==> config.mk <==
export PLATFORM = sky130hd
export DESIGN_NAME = rgba_over_blend_core
export DESIGN_NICKNAME = d
export VERILOG_FILES = /design/src/design/rob_pkg.sv /design/src/design/rgba_over_blend_core.sv /design/src/design/rob_front.sv /design/src/design/rob_div_stage.sv /design/src/design/rob_out.sv
export SDC_FILE = /design/constraint.sdc
export NUM_CORES = 2
export LEC_CHECK = 0
export ABC_AREA = 1
export BUFFER_PORTS_ARGS = -buffer_cell sky130_fd_sc_hd__buf_2
export CORE_MARGIN = 8
export CORE_UTILIZATION = 55
export DETAILED_ROUTE_END_ITERATION = 10
export GPL_TIMING_DRIVEN = 0
export PLACE_DENSITY = 0.69
export REMOVE_ABC_BUFFERS = 1
export SETUP_SLACK_MARGIN = 0.15
export SLEW_MARGIN = 15
export SYNTH_ARGS = -nofsm -noshare
export SYNTH_HDL_FRONTEND = slang
export SYNTH_SLANG_ARGS = --single-unit
==> constraint.sdc <==
create_clock -name aclk -period 7.6 [get_ports aclk]
set_input_delay 0.38 -clock aclk [delete_from_list [all_inputs] [get_ports aclk]]
set_output_delay 0.38 -clock aclk [all_outputs]
set_load 0.02 [all_outputs]
==> src/design/rob_pkg.sv <==
// Shared types and constants for the RGBA over-blend pipeline.
package rob_pkg;

    // Color lanes carried through the divider: red, green, blue.
    localparam int NumCh = 3;
    localparam logic [7:0] ALPHA_MAX = 8'd255;

    typedef struct packed {
        logic [7:0] alpha;
        logic [7:0] blue;
        logic [7:0] green;
        logic [7:0] red;
    } pix_t;

    // Products stage: raw multiplier outputs plus pass-through data.
    typedef struct packed {
        logic [7:0]            oa;
        logic [15:0]           t;
        logic [NumCh-1:0][15:0] oc_oa;
        logic                  bypass;
        logic                  den_zero;
        pix_t                  base;
        logic                  frame_end;
    } prod_t;

    // Divider stages: denominator, partial remainders and quotients.
    typedef struct packed {
        logic [15:0]            den;
        logic [NumCh-1:0][23:0] rem;
        logic [NumCh-1:0][7:0]  quo;
        logic                   bypass;
        logic                   den_zero;
        pix_t                   base;
        logic                   frame_end;
    } div_item_t;

    // Color bytes of a pixel as lanes, red in lane 0.
    function automatic logic [NumCh-1:0][7:0] pix_colors(pix_t p);
        return {p.blue, p.green, p.red};
    endfunction

endpackage

==> src/design/rgba_over_blend_core.sv <==
// Top level of the RGBA over-blend pixel pipeline.
// Blends a non-premultiplied overlay color onto a base RGBA pixel with the
// exact-integer over operator; an all-zero overlay word passes the base pixel
// through. One pixel request is taken per clock while the output side does not
// stall, and its result passes two multiply stages (products, then denominator
// and numerators), four restoring-divider stages retiring two quotient bits each,
// and the output register. Each stage holds its own valid bit, so bubbles collapse
// under backpressure and s_tready follows m_tready through the stage ready chain
// in the same cycle.
module rgba_over_blend_core (
    input  logic        aclk,
    input  logic        aresetn,
    input  logic        s_tvalid,
    output logic        s_tready,
    // [7:0] base_red, [15:8] base_green, [23:16] base_blue, [31:24] base_alpha,
    // [63:32] overlay_word
    input  logic [63:0] s_tdata,
    input  logic        s_tlast,
    output logic        m_tvalid,
    input  logic        m_tready,
    // [7:0] out_red, [15:8] out_green, [23:16] out_blue, [31:24] out_alpha
    output logic [31:0] m_tdata,
    output logic        m_tlast
);
    import rob_pkg::*;

    localparam int NumDiv = 4;

    pix_t      s_base;
    pix_t      m_pix;
    div_item_t div_item [NumDiv+1];
    logic      div_valid [NumDiv+1];
    logic      div_ready [NumDiv+1];

    assign s_base.red   = s_tdata[7:0];
    assign s_base.green = s_tdata[15:8];
    assign s_base.blue  = s_tdata[23:16];
    assign s_base.alpha = s_tdata[31:24];

    // Products and numerators
    rob_front u_front (
        .aclk       (aclk),
        .aresetn    (aresetn),
        .in_valid   (s_tvalid),
        .in_ready   (s_tready),
        .in_base    (s_base),
        .in_overlay (s_tdata[63:32]),
        .in_last    (s_tlast),
        .out_valid  (div_valid[0]),
        .out_ready  (div_ready[0]),
        .out_item   (div_item[0])
    );

    // Divider pipeline, quotient bits 7:6 first
    for (genvar i = 0; i < NumDiv; i++) begin : g_div
        rob_div_stage #(
            .HI_BIT (7 - 2 * i)
        ) u_div (
            .aclk      (aclk),
            .aresetn   (aresetn),
            .in_valid  (div_valid[i]),
            .in_ready  (div_ready[i]),
            .in_item   (div_item[i]),
            .out_valid (div_valid[i+1]),
            .out_ready (div_ready[i+1]),
            .out_item  (div_item[i+1])
        );
    end

    // Final select and output register
    rob_out u_out (
        .aclk      (aclk),
        .aresetn   (aresetn),
        .in_valid  (div_valid[NumDiv]),
        .in_ready  (div_ready[NumDiv]),
        .in_item   (div_item[NumDiv]),
        .out_valid (m_tvalid),
        .out_ready (m_tready),
        .out_pix   (m_pix),
        .out_last  (m_tlast)
    );

    assign m_tdata = {m_pix.alpha, m_pix.blue, m_pix.green, m_pix.red};

endmodule

==> src/design/rob_front.sv <==
// Front end: alpha/color products, then denominator and numerators.
module rob_front (
    input  logic                aclk,
    input  logic                aresetn,
    input  logic                in_valid,
    output logic                in_ready,
    input  rob_pkg::pix_t       in_base,
    input  logic [31:0]         in_overlay,
    input  logic                in_last,
    output logic                out_valid,
    input  logic                out_ready,
    output rob_pkg::div_item_t  out_item
);
    import rob_pkg::*;

    logic [NumCh-1:0][7:0] ov_col;
    logic [NumCh-1:0][7:0] base_col;
    logic [7:0]            oa;
    prod_t                 prod_reg, prod_next;
    logic                  prod_valid_reg;
    logic                  prod_ready;
    div_item_t             item_reg, item_next;
    logic                  item_valid_reg;
    logic [15:0]           oa_255;

    assign ov_col = in_overlay[23:0];
    assign oa     = in_overlay[31:24];

    // Stage A: 8x8 products
    always_comb begin
        prod_next.oa = oa;
        prod_next.t  = 16'(in_base.alpha) * 16'(ALPHA_MAX - oa);
        for (int c = 0; c < NumCh; c++) begin
            prod_next.oc_oa[c] = 16'(ov_col[c]) * 16'(oa);
        end
        prod_next.bypass    = (in_overlay == 32'h0);
        prod_next.den_zero  = (oa == 8'h00) && (in_base.alpha == 8'h00);
        prod_next.base      = in_base;
        prod_next.frame_end = in_last;
    end

    assign in_ready   = !prod_valid_reg || prod_ready;
    assign prod_ready = !item_valid_reg || out_ready;

    always_ff @(posedge aclk) begin
        if (!aresetn) begin
            prod_valid_reg <= 1'b0;
        end else if (in_ready) begin
            prod_valid_reg <= in_valid;
        end
    end

    always_ff @(posedge aclk) begin
        if (in_ready && in_valid) begin
            prod_reg <= prod_next;
        end
    end

    // Stage B: D = oa*255 + t, num = oc*oa*255 + bc*t
    assign oa_255   = {prod_reg.oa, 8'h00} - 16'(prod_reg.oa);
    assign base_col = pix_colors(prod_reg.base);

    always_comb begin
        item_next.den = oa_255 + prod_reg.t;
        for (int c = 0; c < NumCh; c++) begin
            item_next.rem[c] = ({prod_reg.oc_oa[c], 8'h00} - 24'(prod_reg.oc_oa[c]))
                             + 24'(base_col[c]) * 24'(prod_reg.t);
        end
        item_next.quo       = '0;
        item_next.bypass    = prod_reg.bypass;
        item_next.den_zero  = prod_reg.den_zero;
        item_next.base      = prod_reg.base;
        item_next.frame_end = prod_reg.frame_end;
    end

    always_ff @(posedge aclk) begin
        if (!aresetn) begin
            item_valid_reg <= 1'b0;
        end else if (prod_ready) begin
            item_valid_reg <= prod_valid_reg;
        end
    end

    always_ff @(posedge aclk) begin
        if (prod_ready && prod_valid_reg) begin
            item_reg <= item_next;
        end
    end

    assign out_valid = item_valid_reg;
    assign out_item  = item_reg;

endmodule

==> src/design/rob_div_stage.sv <==
// One restoring-divider stage: two quotient bits for each color lane.
module rob_div_stage #(
    parameter int HI_BIT = 7
) (
    input  logic                aclk,
    input  logic                aresetn,
    input  logic                in_valid,
    output logic                in_ready,
    input  rob_pkg::div_item_t  in_item,
    output logic                out_valid,
    input  logic                out_ready,
    output rob_pkg::div_item_t  out_item
);
    import rob_pkg::*;

    logic [23:0]            den_hi, den_lo;
    logic [NumCh-1:0][23:0] rem_mid;
    div_item_t              item_reg, item_next;
    logic                   valid_reg;

    assign den_hi = {8'h00, in_item.den} << HI_BIT;
    assign den_lo = {8'h00, in_item.den} << (HI_BIT - 1);

    // Two compare/subtract steps per lane
    always_comb begin
        item_next = in_item;
        for (int c = 0; c < NumCh; c++) begin
            if (in_item.rem[c] >= den_hi) begin
                rem_mid[c]                 = in_item.rem[c] - den_hi;
                item_next.quo[c][HI_BIT]   = 1'b1;
            end else begin
                rem_mid[c]                 = in_item.rem[c];
            end
            if (rem_mid[c] >= den_lo) begin
                item_next.rem[c]             = rem_mid[c] - den_lo;
                item_next.quo[c][HI_BIT - 1] = 1'b1;
            end else begin
                item_next.rem[c]             = rem_mid[c];
            end
        end
    end

    assign in_ready = !valid_reg || out_ready;

    always_ff @(posedge aclk) begin
        if (!aresetn) begin
            valid_reg <= 1'b0;
        end else if (in_ready) begin
            valid_reg <= in_valid;
        end
    end

    always_ff @(posedge aclk) begin
        if (in_ready && in_valid) begin
            item_reg <= item_next;
        end
    end

    assign out_valid = valid_reg;
    assign out_item  = item_reg;

endmodule

==> src/design/rob_out.sv <==
// Output stage: alpha = D/255, bypass and zero-alpha select, output register.
module rob_out (
    input  logic                aclk,
    input  logic                aresetn,
    input  logic                in_valid,
    output logic                in_ready,
    input  rob_pkg::div_item_t  in_item,
    output logic                out_valid,
    input  logic                out_ready,
    output rob_pkg::pix_t       out_pix,
    output logic                out_last
);
    import rob_pkg::*;

    logic [16:0] alpha_sum;
    pix_t        pix_reg, pix_next;
    logic        last_reg;
    logic        valid_reg;

    // floor(D/255) for D up to 65534: (D + 1 + (D >> 8)) >> 8
    assign alpha_sum = 17'(in_item.den) + 17'd1 + 17'(in_item.den[15:8]);

    always_comb begin
        if (in_item.bypass) begin
            pix_next = in_item.base;
        end else if (in_item.den_zero) begin
            pix_next = '0;
        end else begin
            // numerator never exceeds 255*D, so the quotient fits in 8 bits
            pix_next.red   = in_item.quo[0];
            pix_next.green = in_item.quo[1];
            pix_next.blue  = in_item.quo[2];
            pix_next.alpha = alpha_sum[15:8];
        end
    end

    assign in_ready = !valid_reg || out_ready;

    always_ff @(posedge aclk) begin
        if (!aresetn) begin
            valid_reg <= 1'b0;
        end else if (in_ready) begin
            valid_reg <= in_valid;
        end
    end

    always_ff @(posedge aclk) begin
        if (in_ready && in_valid) begin
            pix_reg  <= pix_next;
            last_reg <= in_item.frame_end;
        end
    end

    assign out_valid = valid_reg;
    assign out_pix   = pix_reg;
    assign out_last  = last_reg;

endmodule

# After elaboration in Yosys (flattened, before gate mapping)
# Index checks and enable logic that the tools add are counted.
[word_totals] reg_bits=750 input_bits=69 out_inout_bits=35 wordCells=220
[classes] add_sub_neg=32 n_mul=7 order_cmp=24 n_mux=23 n_reduce_logical=25
[op_table] operator="$mux 24" n=21
[op_table] operator="$add 24x24->24" n=3
[op_table] operator="$ge 24x16->1" n=3
[op_table] operator="$ge 24x17->1" n=3
[op_table] operator="$ge 24x18->1" n=3
[op_table] operator="$ge 24x19->1" n=3
[op_table] operator="$ge 24x20->1" n=3
[op_table] operator="$ge 24x21->1" n=3
[op_table] operator="$ge 24x22->1" n=3
[op_table] operator="$ge 24x23->1" n=3
[op_table] operator="$mul 8x16->24" n=3
[op_table] operator="$sub 24x16->24" n=3
[op_table] operator="$sub 24x17->24" n=3
[op_table] operator="$sub 24x18->24" n=3
[op_table] operator="$sub 24x19->24" n=3
[op_table] operator="$sub 24x20->24" n=3
[op_table] operator="$sub 24x21->24" n=3
[op_table] operator="$sub 24x22->24" n=3
[op_table] operator="$sub 24x23->24" n=3
[op_table] operator="$mux 32" n=2
[op_table] operator="$mul 8x8->16" n=3
[op_table] operator="$logic_not 32->1" n=1
[op_table] operator="$add 16x1->16 const B" n=1
[op_table] operator="$add 16x16->16" n=1
[op_table] operator="8 further kinds" n=28

# Longest topological paths before layout
[depth] depth_word=9 mapped_depth=33 ltp_nobuf=30

# Cells and area by module
# From an unflattened synthesis, not the netlist that was laid out.
[hier_totals] cells_unflattened=10541 hier_area_um2=83465.0
[modules_own_cells] module="rob_front" n_inst=1 cells_each=4036 area_each_um2=33210.6
[modules_own_cells] module="rob_div_stage at g_div[3].u_div" n_inst=1 cells_each=1749 area_each_um2=12957.4
[modules_own_cells] module="rob_div_stage at g_div[2].u_div" n_inst=1 cells_each=1674 area_each_um2=12550.8
[modules_own_cells] module="rob_div_stage at g_div[1].u_div" n_inst=1 cells_each=1528 area_each_um2=11712.5
[modules_own_cells] module="rob_div_stage at g_div[0].u_div" n_inst=1 cells_each=1319 area_each_um2=10983.0
[modules_own_cells] module="rob_out" n_inst=1 cells_each=235 area_each_um2=2050.7

# Worst setup path before layout
# Ideal clock, no wire load.
[synth_path] kind="register to register" start="register u_out.valid_reg, in the netlist u_out.out_valid" end="register g_div[1].u_div.item_reg, in the netlist g_div[1].u_div.out_item[0], enable pin" arrival_ns=6.447 slack_ns=0.519 stages_incl_launch_ff=10 path_buffers=0 period_less_slack_ns=7.081 cell_sequence="dfxtp_1 > inv_1 > nor2_1 > inv_1 > nor2_1 > inv_1 > nor2_1 > inv_1 > nor2_1 > nor2_1"
[synth_between] elab_chain_len=6
[synth_rtl] item="from (decl)" line="rob_out.sv:18" text="logic valid_reg;"
[synth_rtl] item="from (signal assigned)" line="rob_out.sv:43" text="valid_reg <= in_valid;"
[synth_rtl] item="$logic_not 1->1" line="rob_out.sv:37" text="assign in_ready = !valid_reg || out_ready;"
[synth_rtl] item="$logic_or 1x1->1" line="rob_out.sv:37"
[synth_rtl] item="$logic_or 1x1->1 (3 in series)" line="rob_div_stage.sv:43" text="assign in_ready = !valid_reg || out_ready;"
[synth_rtl] item="$logic_and 1x1->1" line="rob_div_stage.sv:54" text="if (in_ready && in_valid) begin"
[synth_rtl] item="to (signal assigned)" line="rob_div_stage.sv:55" text="item_reg <= item_next;"
[synth_rtl] item="to (decl)" line="rob_div_stage.sv:18" text="div_item_t item_reg, item_next;"
# No other way between the ends.
# A chain may end at the register's enable or synchronous reset.

==> flow_metrics.py <==
metrics = {
    "routing": {
        "viasPerCell": 5.35,
        "drt-initial-drc-count": 4032,
        "totalWireLength_mm": 198,
        "firstDrtPassIters": 6,
        "ant_nets": 0,
        "wl_per_cell_um": 17.7,
        "drc": 0,
        "vias": 59500,
    },
    "finish": {
        "post-route-util_pct": 59.5,
        "largest_reg_flops": 480,
        "layout-drive-gt1-share_pct": 4.38,
        "syn_to_final_growth_pct": 7.99,
        "insertedDiodeCount": 0,
        "final_nets": 10600,
    },
    "yosys": {
        "synth_mux_area_share_pct": 0.0135,
        "yosys_warnings": 0,
        "synth_area_leaders": "edfxtp_1, fa_1, nand2_1, ha_1, inv_1",
        "yosysMostFrequentCell": "nand2_1",
        "synth_top_area_cell": "edfxtp_1",
        "synth-xor-area-share_pct": 4.73,
        "avgSynthCellArea_um2": 8.05,
        "synth_top_family_by_area": "adder cells",
        "synthFlopType": "edfxtp_1",
        "synth-edff-count": 743,
        "ys_seq_elements": 750,
        "yosys.area_share.simple_pct": 21.0,
        "netlist_area_um2": 74300,
        "synth_common_cells": "nand2_1, inv_1, edfxtp_1",
        "postSynth.asyncResetShare_pct": 0,
        "synth_compound_area_share_pct": 8.00,
        "syn-instance-count": 9230,
        "yosys.area.top_type_share_pct": 30.0,
        "yosysSeqAreaShare_pct": 30.2,
        "synth_cell_types": 61,
        "synth_adder_area_share_pct": 26.0,
    },
    "global_routing": {
        "antenna_found_initial": 2,
        "grt_max_degree": 105,
        "grt_pass1_vias": 58700,
        "grt_overflow": 0,
        "grt_usage_pct": 26.5,
        "grt_pass1_wl_mm": 311,
    },
    "worst_setup_path": {
        "required_ns": 8.03,
        "worstSetupEndpointType": "flop",
        "cp.arrival_ns": 7.20,
        "critical_path_class": "reg -> reg",
        "cp_max_fo": 21,
        "cp-start-kind": "flop",
    },
    "clock_network": {
        "cts.htree.levels": 3,
        "clk_latency_ns": 0.74,
        "clockRootBuffer": "clkbuf_16",
        "numCtsBuffers": 86,
        "cts_sinks": 750,
        "clk_path_buf_depth": 3,
        "cts_tree": "done",
        "clkTransAtPathRegs_ns": 0.06,
    },
    "placed_design": {
        "place.gp.congestion": 0.950,
        "port_buffers": 103,
        "dp_slack_ns": 0.931,
        "dp_hpwl_mm": 160,
    },
    "floorplan": {
        "dieHeight_um": 384,
        "coreArea_um2": 135000,
        "ios": 104,
        "die_x_um": 384,
        "die-area_um2": 147000,
        "fp-row-count": 135,
        "initial_core_util_pct": 55.1,
    },
    "sta": {
        "drv_slew": 0,
        "holdWs_ns": 0.154,
        "rsz0062_at_grt": "no",
        "fin_ws_ns": 0.825,
        "max_clock_freq_mhz": 148,
        "hold_viol": 0,
        "setup_viol": 0,
        "clock-skew-final_ns": 0.0693,
        "fin_crit_sh_pct": 89.1,
        "maxSlewHeadroom_pct": 30.0,
        "worst_slew_pin_slew_ns": 1.05,
        "fin_crit_ns": 6.77,
    },
    "min_path": {
        "hold_path.class": "in -> reg",
    },
    "status": {
        "status": "finished clean",
    },
    "flow_run": {
        "drv_cap": 0,
    },
}
-- cell type report --
| cell class | instances | area (um^2) |
|---|---|---|
| flip-flops and latches | 750 | 22500 |
| fillers | 12100 | 54500 |
| well taps | 1781 | 2230 |
| repair buffers | 174 | 1570 |
| clock inverters | 66 | 842 |
| inverters | 1740 | 6560 |
| clock buffers | 94 | 2200 |
| multi-input cells | 6532 | 44400 |
-- stage by stage --
step,instance area [um^2],std cells,setup TNS [ns]
CTS,80200,11100,0
global route,80200,11100,0
detailed placement,76800,10900,0
finish,80200,11100,0
global placement,76100,10900,-564.58
floorplan,73400,9022,0
-- layout by cell type (no fill, tap or decap), types with 49 or more instances in the layout --
cell / Yosys / final
a21oi_1: 498 / 498
buf_2: 24 / 103
clkbuf_16: 0 / 87
edfxtp_1: 743 / 743
fa_1: 505 / 505
ha_1: 735 / 735
inv_1: 1718 / 1714
nand2_1: 2617 / 2617
nand3_1: 344 / 344
nand4_1: 103 / 103
nor2_1: 549 / 545
nor3_1: 54 / 54
o21ai_0: 347 / 347
o21ai_1: 49 / 49
xnor2_1: 188 / 188
xor2_1: 213 / 213
-- timing repair --
item / in CTS / in global routing
endpoints found under the hold margin: 40 / 0
buffers inserted: 0 / 0
hold buffers: 36 / 0
resized for setup: 0 / 0
-- per-layer routing --
metal	vias up	wire length (um)	global-route usage, %
met4	0	9120	11.2
met5	-	0	0
met3	369	10200	2.64
met1	27900	83400	33.6
li1	29600	-	-
met2	1694	95000	46.4
-- critical path: stages (launching register included) --
cell	delay, ns
edfxtp_1	0.50
inv_1	0.52
ha_1	0.41
a21oi_1	0.22
o21a_1	0.15
nor2_1	0.04
nor2_1	0.13
nand4_1	0.63
inv_1	0.71
o21ai_0	0.31
fa_1	0.47
a21oi_1	0.33
o21ai_0	0.27
a21oi_1	0.33
o21bai_1	0.15
a21oi_1	0.14
nand3_1	0.57
inv_2	0.50
a21oi_1	0.09
-- final timing paths --
check                        start                           end  slack (ns)  cells past startpoint
max          u_front.out_item[141]  g_div[0].u_div.out_item[106]        0.83                     18
min                    s_tdata[40]          u_front.prod_reg[51]        0.15                      3
max reg2reg  u_front.out_item[141]  g_div[0].u_div.out_item[106]        0.83                     18
min reg2reg   u_front.out_item[13]   g_div[0].u_div.out_item[13]        0.40                      0
-- logic make-up (layout without fill, tap and decap cells) --
group,count (synthesis),count (layout)
adder cells (fa/ha/maj),1240,1240
buffers and inverters,1948,2074
multiplexers,1,1
XOR/XNOR,401,401
AO/OA/AOI/OAI,1084,1084
flip-flops,750,750
AND/OR/NAND/NOR,3806,3806
Power is not shown: default switching activity piles up to over one toggle a cycle in this logic, so the estimate is an artifact.
